File: src/rtl/tgr_pkg.sv
// ----------------------------------------------------------------------------
// tgr_pkg
// Shared types, constants and the 5x7 font ROM for the text glyph renderer.
// ----------------------------------------------------------------------------
package tgr_pkg;

    localparam int GLYPH_COLS    = 5;
    localparam int GLYPH_ROWS    = 7;
    localparam int GLYPH_BITS    = GLYPH_COLS * GLYPH_ROWS;
    localparam int COORD_W       = 16;
    localparam int COLOR_W       = 16;
    localparam int SCALE_W       = 8;
    localparam int CFG_IDX_W     = 4;
    localparam int CFG_DATA_W    = 16;
    localparam int S_TDATA_W     = 40;
    localparam int M_TDATA_W     = 80;

    localparam logic [7:0] NEWLINE_CODE = 8'd10;
    localparam logic [7:0] CASE_FOLD    = 8'd32;
    localparam logic [7:0] LOWER_A      = 8'h61;
    localparam logic [7:0] LOWER_Z      = 8'h7a;

    localparam logic [2:0] COL_LAST = 3'(GLYPH_COLS - 1);
    localparam logic [2:0] ROW_LAST = 3'(GLYPH_ROWS - 1);

    // configuration register indexes
    localparam logic [CFG_IDX_W-1:0] REG_FORE_COLOR    = 4'd0;
    localparam logic [CFG_IDX_W-1:0] REG_BACK_COLOR    = 4'd1;
    localparam logic [CFG_IDX_W-1:0] REG_OPAQUE_BACK   = 4'd2;
    localparam logic [CFG_IDX_W-1:0] REG_SCALE         = 4'd3;
    localparam logic [CFG_IDX_W-1:0] REG_SCREEN_WIDTH  = 4'd4;
    localparam logic [CFG_IDX_W-1:0] REG_SCREEN_HEIGHT = 4'd5;
    localparam logic [CFG_IDX_W-1:0] REG_COLUMN_OFFSET = 4'd6;
    localparam logic [CFG_IDX_W-1:0] REG_ROW_OFFSET    = 4'd7;

    localparam logic OP_WRITE_CHAR = 1'b0;
    localparam logic OP_SET_CURSOR = 1'b1;

    typedef struct packed {
        logic load;     // item accepted this cycle
        logic step;     // evaluate current glyph pixel and move on
        logic col_end;  // current pixel is the last row of its column
        logic flush;    // emit the held window as the final one
    } tgr_cmd_t;

    typedef struct packed {
        logic draw;        // accepted item draws a known glyph
        logic stall;       // visible pixel but no room to hand on the held window
        logic pend_valid;  // a window is being held back
        logic out_free;    // output register can take a window
    } tgr_status_t;

    typedef struct packed {
        logic                  found;
        logic [GLYPH_BITS-1:0] bits;
    } glyph_t;

    // columns in order 0..4, each column's bits 0..6 are rows 0..6
    function automatic logic [GLYPH_BITS-1:0] pack5(
        input logic [7:0] c0, input logic [7:0] c1, input logic [7:0] c2,
        input logic [7:0] c3, input logic [7:0] c4);
        return {c4[6:0], c3[6:0], c2[6:0], c1[6:0], c0[6:0]};
    endfunction

    function automatic glyph_t glyph_lookup(input logic [7:0] code_in);
        logic [7:0] code;
        glyph_t     g;
        code    = code_in;
        if (code >= LOWER_A && code <= LOWER_Z) begin
            code = code - CASE_FOLD;
        end
        g.found = 1'b1;
        case (code)
            8'h20: g.bits = pack5(8'h00, 8'h00, 8'h00, 8'h00, 8'h00);
            8'h21: g.bits = pack5(8'h00, 8'h2F, 8'h00, 8'h00, 8'h00);
            8'h25: g.bits = pack5(8'h63, 8'h10, 8'h08, 8'h26, 8'h41);
            8'h28: g.bits = pack5(8'h1C, 8'h22, 8'h41, 8'h00, 8'h00);
            8'h29: g.bits = pack5(8'h00, 8'h00, 8'h41, 8'h22, 8'h1C);
            8'h2B: g.bits = pack5(8'h08, 8'h08, 8'h3E, 8'h08, 8'h08);
            8'h2C: g.bits = pack5(8'h40, 8'h20, 8'h00, 8'h00, 8'h00);
            8'h2D: g.bits = pack5(8'h08, 8'h08, 8'h08, 8'h08, 8'h08);
            8'h2E: g.bits = pack5(8'h60, 8'h60, 8'h00, 8'h00, 8'h00);
            8'h2F: g.bits = pack5(8'h10, 8'h08, 8'h04, 8'h02, 8'h01);
            8'h30: g.bits = pack5(8'h3E, 8'h51, 8'h49, 8'h45, 8'h3E);
            8'h31: g.bits = pack5(8'h00, 8'h42, 8'h7F, 8'h40, 8'h00);
            8'h32: g.bits = pack5(8'h42, 8'h61, 8'h51, 8'h49, 8'h46);
            8'h33: g.bits = pack5(8'h21, 8'h41, 8'h49, 8'h4D, 8'h32);
            8'h34: g.bits = pack5(8'h18, 8'h14, 8'h12, 8'h7F, 8'h10);
            8'h35: g.bits = pack5(8'h27, 8'h45, 8'h45, 8'h45, 8'h39);
            8'h36: g.bits = pack5(8'h3C, 8'h4A, 8'h49, 8'h49, 8'h30);
            8'h37: g.bits = pack5(8'h01, 8'h71, 8'h09, 8'h05, 8'h03);
            8'h38: g.bits = pack5(8'h36, 8'h49, 8'h49, 8'h49, 8'h36);
            8'h39: g.bits = pack5(8'h06, 8'h09, 8'h49, 8'h69, 8'h1E);
            8'h3A: g.bits = pack5(8'h00, 8'h00, 8'h36, 8'h00, 8'h00);
            8'h3D: g.bits = pack5(8'h0A, 8'h0A, 8'h0A, 8'h0A, 8'h0A);
            8'h41: g.bits = pack5(8'h7E, 8'h09, 8'h09, 8'h09, 8'h7E);
            8'h42: g.bits = pack5(8'h7F, 8'h49, 8'h49, 8'h49, 8'h36);
            8'h43: g.bits = pack5(8'h3E, 8'h41, 8'h41, 8'h41, 8'h22);
            8'h44: g.bits = pack5(8'h7F, 8'h41, 8'h41, 8'h41, 8'h3E);
            8'h45: g.bits = pack5(8'h7F, 8'h49, 8'h49, 8'h49, 8'h41);
            8'h46: g.bits = pack5(8'h7F, 8'h09, 8'h09, 8'h09, 8'h01);
            8'h47: g.bits = pack5(8'h3E, 8'h41, 8'h49, 8'h49, 8'h3A);
            8'h48: g.bits = pack5(8'h7F, 8'h08, 8'h08, 8'h08, 8'h7F);
            8'h49: g.bits = pack5(8'h00, 8'h41, 8'h7F, 8'h41, 8'h00);
            8'h4A: g.bits = pack5(8'h20, 8'h40, 8'h40, 8'h41, 8'h3F);
            8'h4B: g.bits = pack5(8'h7F, 8'h08, 8'h14, 8'h22, 8'h41);
            8'h4C: g.bits = pack5(8'h7F, 8'h40, 8'h40, 8'h40, 8'h40);
            8'h4D: g.bits = pack5(8'h7F, 8'h02, 8'h04, 8'h02, 8'h7F);
            8'h4E: g.bits = pack5(8'h7F, 8'h02, 8'h04, 8'h08, 8'h7F);
            8'h4F: g.bits = pack5(8'h3E, 8'h41, 8'h41, 8'h41, 8'h3E);
            8'h50: g.bits = pack5(8'h7F, 8'h09, 8'h09, 8'h09, 8'h06);
            8'h51: g.bits = pack5(8'h3E, 8'h41, 8'h51, 8'h21, 8'h5E);
            8'h52: g.bits = pack5(8'h7F, 8'h09, 8'h19, 8'h29, 8'h46);
            8'h53: g.bits = pack5(8'h46, 8'h49, 8'h49, 8'h49, 8'h31);
            8'h54: g.bits = pack5(8'h01, 8'h01, 8'h7F, 8'h01, 8'h01);
            8'h55: g.bits = pack5(8'h3F, 8'h40, 8'h40, 8'h40, 8'h3F);
            8'h56: g.bits = pack5(8'h1F, 8'h20, 8'h40, 8'h20, 8'h1F);
            8'h57: g.bits = pack5(8'h3F, 8'h40, 8'h38, 8'h40, 8'h3F);
            8'h58: g.bits = pack5(8'h63, 8'h14, 8'h08, 8'h14, 8'h63);
            8'h59: g.bits = pack5(8'h03, 8'h04, 8'h78, 8'h04, 8'h03);
            8'h5A: g.bits = pack5(8'h61, 8'h51, 8'h49, 8'h45, 8'h43);
            default: begin
                g.found = 1'b0;
                g.bits  = '0;
            end
        endcase
        return g;
    endfunction

endpackage

File: src/rtl/tgr_ctrl.sv
// ----------------------------------------------------------------------------
// tgr_ctrl
// Sequencer: accepts items, walks the 35 glyph pixels, flushes the held window.
// ----------------------------------------------------------------------------
module tgr_ctrl import tgr_pkg::*; (
    input  logic        aclk,
    input  logic        aresetn,
    input  logic        s_tvalid,
    output logic        s_tready,
    input  tgr_status_t status,
    output tgr_cmd_t    cmd
);

    typedef enum logic [2:0] {
        ST_IDLE  = 3'b001,
        ST_WALK  = 3'b010,
        ST_FLUSH = 3'b100
    } state_t;

    state_t     state_reg, state_next;
    logic [2:0] col_reg, col_next;
    logic [2:0] row_reg, row_next;

    always_comb begin
        state_next = state_reg;
        col_next   = col_reg;
        row_next   = row_reg;
        s_tready   = 1'b0;
        cmd        = '0;
        case (state_reg)
            ST_IDLE: begin
                s_tready = 1'b1;
                cmd.load = s_tvalid;
                if (s_tvalid && status.draw) begin
                    state_next = ST_WALK;
                    col_next   = '0;
                    row_next   = '0;
                end
            end
            ST_WALK: begin
                cmd.col_end = (row_reg == ROW_LAST);
                cmd.step    = !status.stall;
                if (!status.stall) begin
                    if (row_reg == ROW_LAST) begin
                        row_next = '0;
                        col_next = col_reg + 3'd1;
                        if (col_reg == COL_LAST) begin
                            state_next = ST_FLUSH;
                        end
                    end else begin
                        row_next = row_reg + 3'd1;
                    end
                end
            end
            ST_FLUSH: begin
                cmd.flush = status.pend_valid && status.out_free;
                if (!status.pend_valid || status.out_free) begin
                    state_next = ST_IDLE;
                end
            end
            default: begin
                state_next = ST_IDLE;
            end
        endcase
    end

    always_ff @(posedge aclk) begin
        if (!aresetn) begin
            state_reg <= ST_IDLE;
            col_reg   <= '0;
            row_reg   <= '0;
        end else begin
            state_reg <= state_next;
            col_reg   <= col_next;
            row_reg   <= row_next;
        end
    end

endmodule

File: src/rtl/tgr_dp.sv
// ----------------------------------------------------------------------------
// tgr_dp
// Datapath: registers, cursor, glyph pixel walk, clipping, held and output window.
// ----------------------------------------------------------------------------
module tgr_dp import tgr_pkg::*; (
    input  logic                  aclk,
    input  logic                  aresetn,
    input  logic                  cfg_valid,
    input  logic [CFG_IDX_W-1:0]  cfg_index,
    input  logic [CFG_DATA_W-1:0] cfg_data,
    input  logic [S_TDATA_W-1:0]  s_tdata,
    input  logic                  s_tuser,
    output logic                  m_tvalid,
    input  logic                  m_tready,
    output logic [M_TDATA_W-1:0]  m_tdata,
    output logic                  m_tlast,
    input  tgr_cmd_t              cmd,
    output tgr_status_t           status
);

    // configuration
    logic [COLOR_W-1:0] fore_color_reg, back_color_reg;
    logic               opaque_back_reg;
    logic [SCALE_W-1:0] scale_reg;
    logic [COORD_W-1:0] screen_width_reg, screen_height_reg;
    logic [COORD_W-1:0] column_offset_reg, row_offset_reg;

    // cursor and walk
    logic [COORD_W-1:0]    cursor_x_reg, cursor_y_reg;
    logic [COORD_W-1:0]    px_reg, py_reg, base_y_reg;
    logic [GLYPH_BITS-1:0] bits_reg;

    // held and output windows
    logic                  pend_valid_reg;
    logic [M_TDATA_W-1:0]  pend_data_reg;
    logic                  m_tvalid_reg, m_tlast_reg;
    logic [M_TDATA_W-1:0]  m_tdata_reg;

    logic [7:0]            char_code;
    logic [COORD_W-1:0]    new_x, new_y;
    glyph_t                glyph;
    logic [SCALE_W-1:0]    s_eff;
    logic [COORD_W-1:0]    adv_x, adv_y;

    logic signed [17:0]    xs, ys, xe, ye, sw_m1, sh_m1;
    logic signed [17:0]    x0, y0, x1, y1;
    logic                  pix_on, vis;
    logic [M_TDATA_W-1:0]  win_data;
    logic [COLOR_W-1:0]    color;
    logic                  out_free;

    assign char_code = s_tdata[7:0];
    assign new_x     = s_tdata[23:8];
    assign new_y     = s_tdata[39:24];
    assign glyph     = glyph_lookup(char_code);

    assign s_eff = (scale_reg == '0) ? SCALE_W'(1) : scale_reg;
    assign adv_x = COORD_W'({s_eff, 2'b00}) + COORD_W'({s_eff, 1'b0});
    assign adv_y = COORD_W'({s_eff, 3'b000});

    // clip the current square against the screen
    assign xs    = {{2{px_reg[15]}}, px_reg};
    assign ys    = {{2{py_reg[15]}}, py_reg};
    assign xe    = xs + $signed({10'd0, s_eff}) - 18'sd1;
    assign ye    = ys + $signed({10'd0, s_eff}) - 18'sd1;
    assign sw_m1 = $signed({2'b00, screen_width_reg}) - 18'sd1;
    assign sh_m1 = $signed({2'b00, screen_height_reg}) - 18'sd1;
    assign x0    = xs[17] ? 18'sd0 : xs;
    assign y0    = ys[17] ? 18'sd0 : ys;
    assign x1    = (xe < sw_m1) ? xe : sw_m1;
    assign y1    = (ye < sh_m1) ? ye : sh_m1;

    assign pix_on = bits_reg[0];
    assign vis    = (pix_on || opaque_back_reg) && (x0 <= x1) && (y0 <= y1);
    assign color  = pix_on ? fore_color_reg : back_color_reg;

    assign win_data = {color,
                       y1[15:0] + row_offset_reg,
                       x1[15:0] + column_offset_reg,
                       y0[15:0] + row_offset_reg,
                       x0[15:0] + column_offset_reg};

    assign out_free = !m_tvalid_reg || m_tready;

    assign status.draw       = (s_tuser == OP_WRITE_CHAR) && (char_code != NEWLINE_CODE)
                               && glyph.found;
    assign status.stall      = vis && pend_valid_reg && !out_free;
    assign status.pend_valid = pend_valid_reg;
    assign status.out_free   = out_free;

    assign m_tvalid = m_tvalid_reg;
    assign m_tdata  = m_tdata_reg;
    assign m_tlast  = m_tlast_reg;

    always_ff @(posedge aclk) begin
        if (!aresetn) begin
            fore_color_reg    <= 16'hFFFF;
            back_color_reg    <= 16'h0000;
            opaque_back_reg   <= 1'b0;
            scale_reg         <= 8'd1;
            screen_width_reg  <= 16'd240;
            screen_height_reg <= 16'd240;
            column_offset_reg <= '0;
            row_offset_reg    <= '0;
        end else if (cfg_valid) begin
            case (cfg_index)
                REG_FORE_COLOR:    fore_color_reg    <= cfg_data;
                REG_BACK_COLOR:    back_color_reg    <= cfg_data;
                REG_OPAQUE_BACK:   opaque_back_reg   <= cfg_data[0];
                REG_SCALE:         scale_reg         <= cfg_data[SCALE_W-1:0];
                REG_SCREEN_WIDTH:  screen_width_reg  <= cfg_data;
                REG_SCREEN_HEIGHT: screen_height_reg <= cfg_data;
                REG_COLUMN_OFFSET: column_offset_reg <= cfg_data;
                REG_ROW_OFFSET:    row_offset_reg    <= cfg_data;
                default: ;
            endcase
        end
    end

    // cursor update at accept, walk start from the old cursor
    always_ff @(posedge aclk) begin
        if (!aresetn) begin
            cursor_x_reg <= '0;
            cursor_y_reg <= '0;
        end else if (cmd.load) begin
            if (s_tuser == OP_SET_CURSOR) begin
                cursor_x_reg <= new_x;
                cursor_y_reg <= new_y;
            end else if (char_code == NEWLINE_CODE) begin
                cursor_x_reg <= '0;
                cursor_y_reg <= cursor_y_reg + adv_y;
            end else begin
                cursor_x_reg <= cursor_x_reg + adv_x;
            end
        end
    end

    always_ff @(posedge aclk) begin
        if (cmd.load) begin
            px_reg     <= cursor_x_reg;
            py_reg     <= cursor_y_reg;
            base_y_reg <= cursor_y_reg;
            bits_reg   <= glyph.bits;
        end else if (cmd.step) begin
            bits_reg <= bits_reg >> 1;
            if (cmd.col_end) begin
                px_reg <= px_reg + COORD_W'(s_eff);
                py_reg <= base_y_reg;
            end else begin
                py_reg <= py_reg + COORD_W'(s_eff);
            end
        end
    end

    // one window is held back so the final one can carry last
    always_ff @(posedge aclk) begin
        if (!aresetn) begin
            pend_valid_reg <= 1'b0;
            m_tvalid_reg   <= 1'b0;
        end else begin
            if (cmd.step && vis) begin
                pend_valid_reg <= 1'b1;
            end else if (cmd.flush) begin
                pend_valid_reg <= 1'b0;
            end
            if ((cmd.step && vis && pend_valid_reg) || cmd.flush) begin
                m_tvalid_reg <= 1'b1;
            end else if (m_tready) begin
                m_tvalid_reg <= 1'b0;
            end
        end
    end

    always_ff @(posedge aclk) begin
        if (cmd.step && vis) begin
            pend_data_reg <= win_data;
        end
        if ((cmd.step && vis && pend_valid_reg) || cmd.flush) begin
            m_tdata_reg <= pend_data_reg;
            m_tlast_reg <= cmd.flush;
        end
    end

endmodule

File: src/rtl/text_glyph_rect_renderer_top.sv
// ----------------------------------------------------------------------------
// text_glyph_rect_renderer_top
// 5x7 character generator that turns text into filled display windows.
// ----------------------------------------------------------------------------
// Each input item either moves the text cursor (tuser = 1) or writes one
// character byte (tuser = 0). A written character is folded to upper case,
// looked up in a 48-glyph font ROM and walked column by column, one glyph
// pixel per cycle unless a full output stalls it; every drawn pixel becomes
// a scale x scale square that is clipped to the screen, shifted by the panel
// offsets and sent out as one window item with its fill color. tlast marks
// the final window of a character; a character with no visible square gives
// no items at all. A cursor move, a newline or an unknown character leaves
// the block ready for the next item. A drawn character passes through accept,
// a walk of its 35 pixels and a flush; the pixel walk through the single clip
// unit sets its pace, and a stalled output stretches it.
// Configuration writes are taken every cycle but belong to idle periods.
// ----------------------------------------------------------------------------
module text_glyph_rect_renderer_top import tgr_pkg::*; (
    input  logic                  aclk,
    input  logic                  aresetn,
    // configuration write channel
    input  logic                  cfg_valid,
    output logic                  cfg_ready,
    input  logic [CFG_IDX_W-1:0]  cfg_index,
    input  logic [CFG_DATA_W-1:0] cfg_data,
    // input items
    input  logic                  s_tvalid,
    output logic                  s_tready,
    input  logic [S_TDATA_W-1:0]  s_tdata,   // char_code[7:0], new_x[23:8], new_y[39:24]
    input  logic                  s_tuser,   // op
    // window items
    output logic                  m_tvalid,
    input  logic                  m_tready,
    output logic [M_TDATA_W-1:0]  m_tdata,   // win_x0, win_y0, win_x1, win_y1, fill_color
    output logic                  m_tlast    // last
);

    tgr_cmd_t    cmd;
    tgr_status_t status;

    // registers always take a write
    assign cfg_ready = 1'b1;

    tgr_ctrl u_ctrl (
        .aclk     (aclk),
        .aresetn  (aresetn),
        .s_tvalid (s_tvalid),
        .s_tready (s_tready),
        .status   (status),
        .cmd      (cmd)
    );

    tgr_dp u_dp (
        .aclk      (aclk),
        .aresetn   (aresetn),
        .cfg_valid (cfg_valid),
        .cfg_index (cfg_index),
        .cfg_data  (cfg_data),
        .s_tdata   (s_tdata),
        .s_tuser   (s_tuser),
        .m_tvalid  (m_tvalid),
        .m_tready  (m_tready),
        .m_tdata   (m_tdata),
        .m_tlast   (m_tlast),
        .cmd       (cmd),
        .status    (status)
    );

    // a cursor move never starts a glyph walk
    a_set_cursor_no_walk: assert property (@(posedge aclk) disable iff (!aresetn)
        s_tvalid && s_tready && s_tuser |=> s_tready)
        else $error("cursor move started a glyph walk");

    // a newline never starts a glyph walk
    a_newline_no_walk: assert property (@(posedge aclk) disable iff (!aresetn)
        s_tvalid && s_tready && !s_tuser && (s_tdata[7:0] == NEWLINE_CODE) |=> s_tready)
        else $error("newline started a glyph walk");

    // the held window is always flushed before the next item is taken
    a_idle_nothing_held: assert property (@(posedge aclk) disable iff (!aresetn)
        s_tready |-> !status.pend_valid)
        else $error("window still held while idle");

    // walk and flush never run while the block takes items
    a_no_cmd_when_idle: assert property (@(posedge aclk) disable iff (!aresetn)
        s_tready |-> !cmd.step && !cmd.flush)
        else $error("walk command issued while idle");

endmodule
File: config.mk
export PLATFORM = sky130hd
export DESIGN_NAME = text_glyph_rect_renderer_top
export DESIGN_NICKNAME = d
export VERILOG_FILES = /design/src/rtl/tgr_pkg.sv /design/src/rtl/tgr_ctrl.sv /design/src/rtl/tgr_dp.sv /design/src/rtl/text_glyph_rect_renderer_top.sv
export SDC_FILE = /design/constraint.sdc
export NUM_CORES = 1
export LEC_CHECK = 0
export BUFFER_PORTS_ARGS = -buffer_cell sky130_fd_sc_hd__buf_2
export CORE_ASPECT_RATIO = 0.9
export CORE_MARGIN = 2
export CORE_UTILIZATION = 45
export CTS_CLUSTER_SIZE = 20
export DETAILED_ROUTE_END_ITERATION = 6
export PLACE_DENSITY = 0.6
export SYNTH_ARGS = -nofsm -noshare
export SYNTH_HDL_FRONTEND = slang
export SYNTH_SLANG_ARGS = --single-unit
File: constraint.sdc
create_clock -name aclk -period 16 [get_ports aclk]
set_clock_uncertainty 0.15 [all_clocks]
set_input_delay 2.4 -clock aclk [delete_from_list [all_inputs] [get_ports aclk]]
set_output_delay 2.4 -clock aclk [all_outputs]
set_load 0.01 [all_outputs]
# Word level (Yosys, flattened, before mapping)
# Index checks and enable logic that the tools add are counted.
# W data, S select, Z words.
dict set report op_classes {
  n_reduce_logical 41
  n_eq_ne 67
  addsub 18
  bitwise 1
  n_mux 42
  order_cmp 6
}
# cell n
set op_table {}
lappend op_table {{$pmux W35 S47} 1}
lappend op_table {{$eq A8 B7 Y1 const B} 26}
lappend op_table {{$eq A8 B6 Y1 const B} 22}
lappend op_table {{$mux W16} 11}
lappend op_table {{$add A16 B16 Y16} 5}
lappend op_table {{$mux W35} 2}
lappend op_table {{$reduce_or A48 Y1} 1}
lappend op_table {{$le A18 B18 Y1} 2}
lappend op_table {{$lt A18 B18 Y1} 2}
lappend op_table {{$mux W18} 2}
lappend op_table {{$sub A18 B2 Y18 const B} 2}
lappend op_table {{$add A16 B9 Y17} 2}
lappend op_table {{$sub A16 B1 Y17 const B} 2}
lappend op_table {{$add A16 B8 Y16} 2}
lappend op_table {{$mux W15} 2}
lappend op_table {{$mux W3} 10}
lappend op_table {{$reduce_and A2 Y1} 10}
lappend op_table {{$add A16 B11 Y16} 1}
lappend op_table {{$eq A4 B3 Y1 const B} 4}
lappend op_table {{$mux W8} 2}
lappend op_table {{$pmux W3 S2} 2}
lappend op_table {{$reduce_bool A2 Y1} 6}
lappend op_table {{$add A10 B9 Y11} 1}
lappend op_table {{$logic_and A1 B1 Y1} 11}
lappend op_table {{24 further kinds} 44}
dict set report word_totals {
  output_inout_bits 84
  inputBits 66
  register_bits 392
  elab_cells 197
}

# Depth between registers and ports, before layout
# Gate-level depths: netlist of run 1.
dict set report depth {
  ltp_word 17
  ltp_mapped 42
  ltp_nobuf 40
}

# By module
# Synthesis of run 1 repeated with hierarchy kept, for this count alone.
dict set report unflattened {
  hier_cells 2621
  hier_area_um2 24519.8
}
# module area_each_um2 seq_area_each_um2 cells_per_inst instances
set by_module_without_submodules {}
lappend by_module_without_submodules {tgr_dp 23953.0 10109.7 2554 1}
lappend by_module_without_submodules {tgr_ctrl 555.5 180.2 65 1}
lappend by_module_without_submodules {text_glyph_rect_renderer_top 11.3 0.0 2 1}

# Worst setup path before layout of run 1
# Ideal clock, no wire load.
dict set report synth_path {
  path_type {register to register}
  from {reg u_dp.scale_reg[4]}
  to {reg u_dp.m_tdata_reg[0] (netlist: u_dp.m_tdata[0]), enable pin}
  stages_incl_launch_ff 41
  n_path_buf 1
  arrival_ps 13066
  t_required_ps 15217
  setup_ps 633
  slack_ps 2152
  period_less_slack_ps 13848
  cell_sequence {dfxtp_1 > inv_1 > ha_1 > nand3_1 > nand2b_1 > nand2b_1 > ha_1 > fa_1 > a211oi_2 > o21ai_2 > nand2_1 > xor2_2 > o211ai_1 > nor2_1 > nor2_1 > a221oi_1 > xnor2_1 > inv_1 > [... 5 more ...] > a31oi_1 > o31ai_2 > o21a_1 > buf_4 > nand2_1 > o21a_1 > inv_1 > ha_1 > a21o_1 > a21oi_1 > nor2b_1 > o31ai_1 > a21oi_1 > o21ai_0 > o311ai_0 > mux2i_2 > nand4_1 > o21ai_0}
}
dict set report synth_between {
  elab_chain_len 16
  word_cells_on_any_way 21
  cone_classes {add/sub (4); order compare (4); mux (4); reduce/logical (9)}
}
# item line_no
set synth_rtl {}
lappend synth_rtl {{from (decl)} tgr_dp.sv:24} ;# logic [SCALE_W-1:0] scale_reg;
lappend synth_rtl {{from (signal assigned)} tgr_dp.sv:110} ;# REG_SCALE: scale_reg <= cfg_data[SCALE_W-1:0];
lappend synth_rtl {{$logic_not A8 Y1} tgr_dp.sv:57} ;# assign s_eff = (scale_reg == '0) ? SCALE_W'(1) : scale_reg;
lappend synth_rtl {{$mux W8 (*)} tgr_dp.sv:57}
lappend synth_rtl {{$add A16 B9 Y17} tgr_dp.sv:64} ;# assign xe = xs + $signed({10'd0, s_eff}) - 18'sd1;
lappend synth_rtl {{$sub A18 B2 Y18} tgr_dp.sv:64}
lappend synth_rtl {{$lt A18 B18 Y1} tgr_dp.sv:70} ;# assign x1 = (xe < sw_m1) ? xe : sw_m1;
lappend synth_rtl {{$mux W18} tgr_dp.sv:70}
lappend synth_rtl {{$le A18 B18 Y1} tgr_dp.sv:74} ;# assign vis = (pix_on || opaque_back_reg) && (x0 <= x1) && (y0 <= y1);
lappend synth_rtl {{$logic_and A1 B1 Y1} tgr_dp.sv:74}
lappend synth_rtl {{$logic_and A1 B1 Y1 (*)} tgr_dp.sv:74}
lappend synth_rtl {{$logic_and A1 B1 Y1 (2 in a row)} tgr_dp.sv:87} ;# assign status.stall = vis && pend_valid_reg && !out_free;
lappend synth_rtl {{$logic_not A1 Y1} tgr_ctrl.sv:42} ;# cmd.step = !status.stall;
lappend synth_rtl {{$mux W2} tgr_ctrl.sv:30} ;# case (state_reg)
lappend synth_rtl {{$logic_and A1 B1 Y1 (*) (2 in a row)} tgr_dp.sv:178} ;# if ((cmd.step && vis && pend_valid_reg) || cmd.flush) begin
lappend synth_rtl {{$logic_or A1 B1 Y1 (*)} tgr_dp.sv:178}
lappend synth_rtl {{to (signal assigned)} tgr_dp.sv:179} ;# m_tdata_reg <= pend_data_reg;
lappend synth_rtl {{to (decl)} tgr_dp.sv:37} ;# logic [M_TDATA_W-1:0] m_tdata_reg;
# Mark *: on every way between the ends. The rest lies on a longest branch, timed or not.
# A chain may end at the register's enable or synchronous reset.

# Worst setup path in the final report of run 1
dict set report layout_path {
  from {reg u_dp.scale_reg[6]}
  to {reg u_dp.m_tdata_reg[1] (netlist: u_dp.m_tdata[1]), enable pin}
}
# Same word-level chain as after synthesis.

==> results of run 1 <==
==> cells in the final DEF (no fill, tap or decap), types with 11 or more instances in the layout <==
cell type,count
a211oi_1,15
a21boi_0,63
a21o_1,33
a21oi_1,137
a221oi_1,19
a22oi_1,15
a31oi_1,23
and2_1,20
and3_1,20
buf_2,147
buf_4,23
clkbuf_16,42
dfxtp_1,148
edfxtp_1,244
ha_1,174
inv_1,137
mux2_2,19
mux2i_1,71
nand2_1,365
nand2b_1,26
nand3_1,79
nand4_1,17
nor2_1,194
nor2b_1,102
nor3_1,45
nor4_1,13
o211a_1,14
o211ai_1,17
o21a_1,19
o21ai_0,148
o21bai_1,11
o22ai_1,20
o31ai_1,11
or3_1,12
xnor2_1,98
xor2_1,39
==> how the worst max path moves through the flow <==
stage / start / end / cells past startpoint
after floorplan: u_dp.scale_reg[4] / u_dp.m_tdata[0] / 40
after global placement: u_dp.scale_reg[6] / u_dp.m_tdata[0] / 40
after detailed placement: u_dp.scale_reg[6] / u_dp.m_tdata[0] / 40
after CTS: u_dp.scale_reg[6] / u_dp.m_tdata[34] / 40
after global routing: u_dp.scale_reg[6] / u_dp.m_tdata[1] / 40
final: u_dp.scale_reg[6] / u_dp.m_tdata[1] / 38
==> cell type report <==
cell class	count	area share, %
Tap cell	705	3.205
Timing Repair Buffer	170	3.301
Clock buffer	51	4.051
Multi-Input combinational cell	2020	48.97
Sequential cell	392	37.39
Inverter	141	1.928
Antenna cell	2	0.01819
Clock inverter	27	1.137
==> per-layer routing <==
metal  part of all wire (%)  vias up  track usage, %
met1                     49     9807           38.89
met4                    2.1        0           6.240
met2                     42      707           37.52
met3                    7.0       91           3.685
met5                      0        -               0
li1                       -     9837               -
==> where the power goes <==
| part | total (mW) | switching (mW) | internal [mW] |
|---|---|---|---|
| sequential | 1.15 | 0.0358 | 1.12 |
| combinational | 0.525 | 0.329 | 0.196 |
| clock | 1.00 | 0.430 | 0.572 |
==> kinds of logic after synthesis <==
kind of cell	share of synthesized area, %
XOR/XNOR	4.977
AND/OR/NAND/NOR	18.66
multiplexers	3.790
AO/OA/AOI/OAI	17.36
flip-flops	41.55
buffers and inverters	4.128
other	0.01514
adder cells (fa/ha/maj)	9.519
==> metrics by stage <==
| stage | worst slack (ns) | util, % | hold slack [ns] |
|---|---|---|---|
| floorplan | 2.152 | - | 0.2503 |
| CTS | 4.799 | 50.65 | 0.2561 |
| global placement | 5.245 | 48.02 | 0.2517 |
| global route | 3.778 | 50.66 | 0.2575 |
| finish | 4.861 | 50.66 | 0.2582 |
| detailed placement | 4.874 | 48.02 | 0.2545 |
==> critical path: cells and delay by family, from the launching register on <==
kind | cells | cell delay (ns)
AO/OA/AOI/OAI | 15 | 4.16
buffers and inverters | 4 | 1.06
multiplexers | 2 | 1.08
adder cells (fa/ha/maj) | 5 | 1.47
XOR/XNOR | 2 | 0.46
AND/OR/NAND/NOR | 10 | 1.81
flip-flops | 1 | 0.47
==> metrics, run 1 <==
CP max FO=75; Syn Std Cell Area=0.02476 mm^2; synthesized net count=2926; placed cells=3428; Arr. time, crit path=11.20 ns; share of cells above drive strength 1=10.96%; maxcap violations=0; Leakage=11.13 nW; ranking of synthesized cells by area=edfxtp_1 30%, dfxtp_1 12%, ha_1 8.8%; setup slack, reg-to-reg=4.86 ns; Slew @ Worst Pin=1.174 ns; initial antenna violation count=3; Final Hold Fails=0; Die H=226.5 um; Core Region=0.05432 mm^2; PortBufs=148; crit path kind=reg -> reg; DRC viols=0; clk sinks=392; filler cell count=5001; final worst path period need=11.14 ns; worst r2r path cells=38; clock latency on the worst-skew pair=0.60 ns; Layout area overhead=11.13%; CTS max path bufs=3; via count=20440; FMAX=89.78 MHz; final period utilization=69.62%; vias in the first global route=19270; Sequential Area=0.01029 mm^2; gpl congestion=0.9728; Initial DRC Count=1831; capturing point of the worst reg2reg path=u_dp.m_tdata[1]; status=finished, final reports clean; area taken by multi-input logic gates=0.01348 mm^2; full die area=0.05692 mm^2; P per Cell Area=97.42 mW/mm^2; #FFs+latches synth=392; Syn Area/Cell=9.250 um^2; first-pass detailed-route iteration total=5; Slew headroom=21.60%; cts hold-fix bufs=0; CP Launch Type=flip-flop; FF-to-FF Start=u_dp.scale_reg[6]; Clock Tree Root=clkbuf_16; Starting Density=45.58%; setup TNS=0 ns; CTS tree=yes; dominant cell type by area after synthesis=edfxtp_1; top cell type's share of synthesized area=29.59%; count leader, synth=nand2_1; die width=251.3 um; WL/cell=20.82 um; Worst Hold Class=reg -> reg; post_cts resized=0; Placed Area=0.02609 mm^2; fraction of registers with async set or reset after synthesis=0%; hold_sp=u_dp.pend_data_reg[30]; DP HPWL=55000 um; synth cell count leaders=366 x nand2_1, 244 x edfxtp_1, 194 x nor2_1; total power=2.681 mW; Final setup viols=0; RSZ-0062 raised after global routing=no; share of the yosys chip area belonging to registers=41.55%; row cnt=81; Finished Layout Cells=3508; EDFF count, synth=244; Final nets=3016; VDD IR max=0.00009613 V; Hold Path End=u_dp.m_tdata[30]; # Post-CTS Setup Buffers=0; grt ovf=0; design area=0.02752 mm^2; first-pass GRT wire length=112900 um; Critical Path Most Common Cell=ha_1; CP required=16.06 ns; Main synth FF type=edfxtp_1; number of synthesis warnings=0; Vias/cell=5.827; Post-Synthesis Cells=2677; largest net degree at the start of global routing=94; routed wire length=73050 um; crit end category=flip-flop; CP max stage cell=buf_4; Hold Crit Depth=0; Max Transition Viols Final=0; Final ANT Viol Nets=0; clk slew on worst S/H paths=0.06 ns; total CTS buffers=42; GRT Total Usage=25.44%; Synth cell types=104; critical path's largest stage delay=0.78 ns; number of H-tree levels=2; # IOs=150
No activity file was read; power rests on OpenSTA's default activity.
==> run 2: changes to the inputs <==
- ABC_AREA: unset -> 1
- PLACE_DENSITY: 0.6 -> 0.62
- clock period: 16 -> 9.7 ns (I/O delays scaled with it)
==> metrics, run 2 <==
Leakage=12.20 nW (+9.7%); most frequent cells in the layout=547 x nand2_1, 351 x inv_1, 320 x nor2_1, 244 x edfxtp_1, 236 x o21ai_0; Worst setup startpoint=u_dp.scale_reg[4]; area taken by multi-input logic gates=0.01185 mm^2 (-12%); Starting Density=45.77% (+0.19 points); # IOs=150 (unchanged); grt ovf=0 (unchanged); first-pass detailed-route iteration total=6 (+1); Final Hold Fails=0 (unchanged); initial antenna violation count=1 (-2); clock latency on the worst-skew pair=0.59 ns (about the same); FMAX=114.7 MHz (+28%); first-pass GRT wire length=108400 um (-4.0%); FF-to-FF Start=u_dp.scale_reg[4]; row cnt=79 (-2.5%); number of H-tree levels=2 (unchanged); XOR/XNOR share of the synthesized area=4.889% (-0.088 points); CP max stage cell=a211oi_1; filler cell count=4994 (-0.14%); Sequential Area=0.01029 mm^2 (unchanged); WL/cell=18.73 um (-10%); DP HPWL=54700 um (-0.55%); CTS max path bufs=3 (unchanged); Die H=222.2 um (-1.9%); Synth cell types=59 (-43%); crit path kind=reg -> reg; CP required=9.81 ns (-6.25 ns); Worst Hold Class=reg -> reg; status=finished, final reports clean; GRT Total Usage=25.48% (+0.042 points); design area=0.02672 mm^2 (-2.9%); Syn Std Cell Area=0.02380 mm^2 (-3.9%); dominant cell type by area after synthesis=edfxtp_1; met3 Use GR=3.648% (-0.037 points); PortBufs=148 (unchanged); routed wire length=70340 um (-3.7%); Syn Area/Cell=8.218 um^2 (-11%); EDFF count, synth=244 (unchanged); Initial DRC Count=1677 (-8.4%); Final setup viols=0 (unchanged); Post-Synth Simple-Gate Area=22.65% (+4.0 points); clk sinks=392 (unchanged); Core Region=0.05199 mm^2 (-4.3%); final worst path period need=8.721 ns (-2.418 ns); mux cell area share after synthesis=0% (-3.8 points); largest net degree at the start of global routing=93 (-1.1%); Final ANT Viol Nets=0 (unchanged); maxcap violations=0 (unchanged); CP max FO=55 (-27%); #FFs+latches synth=392 (unchanged); synthesized net count=3145 (+7.5%); vias in the first global route=19310 (+0.19%); Post-Synthesis Cells=2896 (+8.2%); most common cell after layout, fill and taps aside=nand2_1; Critical Path Most Common Cell=nand2_1; via count=20360 (-0.39%); Slew headroom=21.83% (+0.22 points); hold_sp=u_dp.pend_data_reg[71]; busiest grt layer=met2; met2 Track Usage GR=38.40% (+0.88 points); ranking of synthesized cells by area=edfxtp_1 31%, dfxtp_1 12%, ha_1 9.1%; gpl congestion=0.9504 (-2.3%); fraction of registers with async set or reset after synthesis=0% (unchanged); P per Cell Area=168.1 mW/mm^2 (+73%); Layout area overhead=12.27%; Final nets=3281 (+8.8%); VDD IR max=0.0001287 V (+34%); DRC viols=0 (unchanged); Clock Tree Root=clkbuf_16; number of synthesis warnings=0 (unchanged); Compound-Gate Fraction of Synth Area=12.22% (-5.1 points); CP Launch Type=flip-flop; GR Layer Usage met1=38.17% (-0.72 points); Slew @ Worst Pin=1.168 ns (-0.005275 ns); top cell type's share of synthesized area=30.79% (+1.2 points); Placed Area=0.02528 mm^2 (-3.1%); CTS tree=yes; RSZ-0062 raised after global routing=no; setup TNS=0 ns (unchanged); share of the yosys chip area belonging to registers=43.24% (+1.7 points); count leader, synth=nand2_1; share of cells above drive strength 1=11.18% (+0.22 points); largest family of logic cells by synthesized area=simple AND/OR/NAND/NOR gates; Max Transition Viols Final=0 (unchanged); clk slew on worst S/H paths=0.06 ns (about the same); critical path's largest stage delay=0.65 ns (-0.13 ns); total CTS buffers=43 (+2.4%); Arr. time, crit path=8.83 ns (-2.37 ns); final period utilization=89.91% (+20 points); crit end category=flip-flop; adder-cell share of the synthesized area=9.905% (+0.39 points); Main synth FF type=edfxtp_1; # Post-CTS Setup Buffers=0 (unchanged); die width=246.4 um (-1.9%); Vias/cell=5.421 (-7.0%); synth cell count leaders=549 x nand2_1, 353 x inv_1, 321 x nor2_1; full die area=0.05474 mm^2 (-3.8%)
## run 2: cell count changes in the layout (fill, tap and decap cells not counted), moves of 71 or more
cell,previous run,this run
xnor2_1,98,27
nor2_1,194,320
o21ai_0,148,236
nand2_1,365,547
inv_1,137,351
nor2b_1,102,0
mux2i_1,71,0
## run 2: area by class of cell
class | count | share of cell area [%]
clock inverter | 24 | 0.9975
antenna | 1 | 0.009366
multi-input combinational | 2064 | 44.34
tap | 688 | 3.222
clock buffer | 56 | 4.369
sequential | 392 | 38.51
timing repair buffer | 165 | 3.390
inverter | 366 | 5.161
## run 2: final timing paths
path	endpoint	slack [ns]	depth (start not counted)
worst min register to register	u_dp.m_tdata[71]	0.26	0
worst max-delay path	u_dp.m_tdata[59]	0.98	46
worst max register to register	u_dp.m_tdata[59]	0.98	46
worst min-delay path	u_dp.m_tdata[71]	0.26	0
## run 2: timing repair
| action | CTS | global route |
|---|---|---|
| gates resized for setup | 0 | 1 |
| hold buffers | 0 | 0 |
| endpoints found under the setup margin | 0 | 27 |
## run 2: where the power goes
part | switching [mW] | leakage [nW] | internal (mW)
clock network | 0.703 | 0.702 | 0.965
registers | 0.0559 | 3.49 | 1.86
logic | 0.607 | 8.01 | 0.300
total | 1.37 | 12.2 | 3.12
## run 2: per-layer routing
| metal | routed length [um] | part of all wire, % |
|---|---|---|
| met1 | 34270 | 49 |
| met2 | 29860 | 42 |
| met3 | 4711 | 6.7 |
| met4 | 1498 | 2.1 |
| met5 | 0 | 0 |
## run 2: logic make-up (layout without fill, tap and decap cells)
kind of cell,count (synthesis),after routing
xor gates and xnor gates,132,132
and+or+nand+nor,1219,1219
DFF,392,392
other,1,2
adders and majority gates,183,183
buffers and inverters,440,611
AOI/OAI and AO/OA,529,529
## run 2: critical path: cells and delay by family (launching register included)
family	cells	cell delay, ns
simple gates	24	3.45
compound gates	9	1.63
fa+ha+maj	5	1.53
buf+inv	8	1.09
flops	1	0.45
## run 2: through the flow
stage | total power [mW] | hold slack, ns | utilization, % | instances | setup WS (ns)
5_1_grt | 4.708 | 0.2751 | 51.39 | 3756 | 0.1502
6_report | 4.490 | 0.2645 | 51.39 | 3756 | 0.9788
3_3_place_gp | 2.819 | 0.2516 | 48.62 | 3675 | 1.179
4_1_cts | 4.508 | 0.2661 | 51.38 | 3755 | 0.7998
2_1_floorplan | 2.564 | 0.2503 | - | 2896 | 0.7759
3_5_place_dp | 2.839 | 0.2545 | 48.62 | 3675 | 0.8255
==> run 3: changes to the inputs <==
- ABC_AREA: 1 -> 0
- RECOVER_POWER: unset -> 50
==> metrics, run 3 (synthesis results as in run 1) <==
status=finished with violations; post-place setup slack=0.06363 ns (-0.7619 ns); Starting Density=45.58% (-0.19 points); Initial DRC Count=1954 (+17%); most frequent cells in the layout=365 x nand2_1, 244 x edfxtp_1, 193 x nor2_1, 174 x ha_1; setup TNS=0 ns (unchanged); Layout area overhead=11.62%; share of cells above drive strength 1=8.676% (-2.5 points); grt ovf=0 (unchanged); Die H=226.5 um (+2.0%); DP HPWL=54640 um (-0.12%); DRC viols=0 (unchanged); clock latency on the worst-skew pair=0.58 ns (about the same); first-pass detailed-route iteration total=6 (unchanged); number of H-tree levels=2 (unchanged); CP max FO=32 (-42%); Crit path depth=41 (-11%); cts hold-fix bufs=0 (unchanged); die width=251.3 um (+2.0%); Final Hold Fails=0 (unchanged); WL/cell=20.79 um (+11%); clk slew on worst S/H paths=0.06 ns (about the same); final worst path period need=8.983 ns (+0.2617 ns); CP max stage cell=a2111oi_2; maxcap violations=3 (+3); CP required=9.82 ns (about the same); CP Launch Type=flip-flop; via count=20490 (+0.61%); Critical path buffers and inverters=6 (-2); gpl congestion=0.9849 (+3.6%); largest net degree at the start of global routing=95 (+2.2%); VDD IR max=0.0001317 V (+2.4%); CTS max path bufs=3 (unchanged); Crit path max-delay family=compound AO/OA/AOI/OAI gates; total CTS buffers=42 (-2.3%); row cnt=81 (+2.5%); # IOs=150 (unchanged); Slew @ Worst Pin=3.184 ns (+2.016 ns); RSZ-0062 raised after global routing=no; Critical Path Most Common Cell=ha_1; clk sinks=392 (unchanged); design area=0.02764 mm^2 (+3.4%); Core Region=0.05432 mm^2 (+4.5%); worst r2r path cells=41 (-11%); most common cell after layout, fill and taps aside=nand2_1; vias in the first global route=19100 (-1.1%); Worst Hold Class=reg -> reg; crit path kind=reg -> reg; Hold Crit Depth=0 (unchanged); GRT Total Usage=25.31% (-0.17 points); crit end category=flip-flop; Arr. time, crit path=9.10 ns (+0.27 ns); Clock Tree Root=clkbuf_16; Leakage=10.98 nW (-10%); initial antenna violation count=2 (+1); Vias/cell=5.802 (+7.0%); failing checks=max-capacitance violations, max-slew violations; Final nets=3040 (-7.3%); CTS tree=yes; P per Cell Area=158.7 mW/mm^2 (-5.6%); routed wire length=73390 um (+4.3%); filler cell count=5076 (+1.6%); critical path's largest stage delay=0.41 ns (-0.24 ns); PortBufs=148 (unchanged); post-layout util=50.88% (-0.51 points); Slew headroom=-112.3% (-130 points); full die area=0.05692 mm^2 (+4.0%); first-pass GRT wire length=112200 um (+3.5%); final period utilization=92.61% (+2.7 points); worst setup margin=0.7171 ns (-0.2617 ns); Placed Area=0.02631 mm^2 (+4.1%); Final ANT Viol Nets=0 (unchanged); Final setup viols=0 (unchanged); FMAX=111.3 MHz (-2.9%); Max Transition Viols Final=225 (+225)
==> run 3: area by class of cell <==
class / count / area, um^2 / share of cell area (%)
Clock buffer: 59 / 1187 / 4.296
Antenna cell: 2 / 5.005 / 0.01811
Clock inverter: 18 / 181.4 / 0.6564
Timing Repair Buffer: 194 / 1052 / 3.807
Inverter: 141 / 530.5 / 1.919
Sequential cell: 392 / 10290 / 37.23
Multi-Input combinational cell: 2020 / 13510 / 48.88
Tap cell: 705 / 882.1 / 3.191
==> run 3: worst paths after layout <==
path                                    endpoint                   from  slack, ns
worst max-delay path            u_dp.m_tdata[43]      u_dp.scale_reg[7]       0.72
worst min-delay path             u_dp.m_tdata[3]  u_dp.pend_data_reg[3]       0.27
worst max register to register  u_dp.m_tdata[43]      u_dp.scale_reg[7]       0.72
worst min register to register   u_dp.m_tdata[3]  u_dp.pend_data_reg[3]       0.27
==> run 3: power breakdown <==
part | leakage (nW) | total, mW | internal [mW] | switching, mW
Clock | 0.664 | 1.60 | 0.917 | 0.679
Sequential | 3.49 | 1.91 | 1.85 | 0.0609
Combinational | 6.82 | 0.885 | 0.339 | 0.545
==> run 3: routing by layer <==
metal | track usage (%) | part of all wire, % | up-vias
met5 | 0 | 0 | -
met4 | 7.085 | 2.5 | 0
met3 | 3.605 | 7.1 | 99
met2 | 36.56 | 41 | 718
met1 | 39.03 | 49 | 9800
li1 | - | - | 9869
==> run 3: stage by stage <==
stage          hold WS (ns)  power (mW)  std cells
6_report             0.2669       4.386       3531
2_1_floorplan        0.2503       2.520       2677
3_5_place_dp         0.2545       2.798       3449
5_1_grt              0.2739       4.585       3531
3_3_place_gp         0.2516       2.789       3449
4_1_cts              0.2681       4.403       3526
==> run 3: timing repair <==
item                       CTS  global route
pin swaps                    0             4
gates cloned                 0             1
buffers inserted             0             2
hold endpoints to repair     0             0
setup endpoints to repair   16           239
resized for setup            1            15
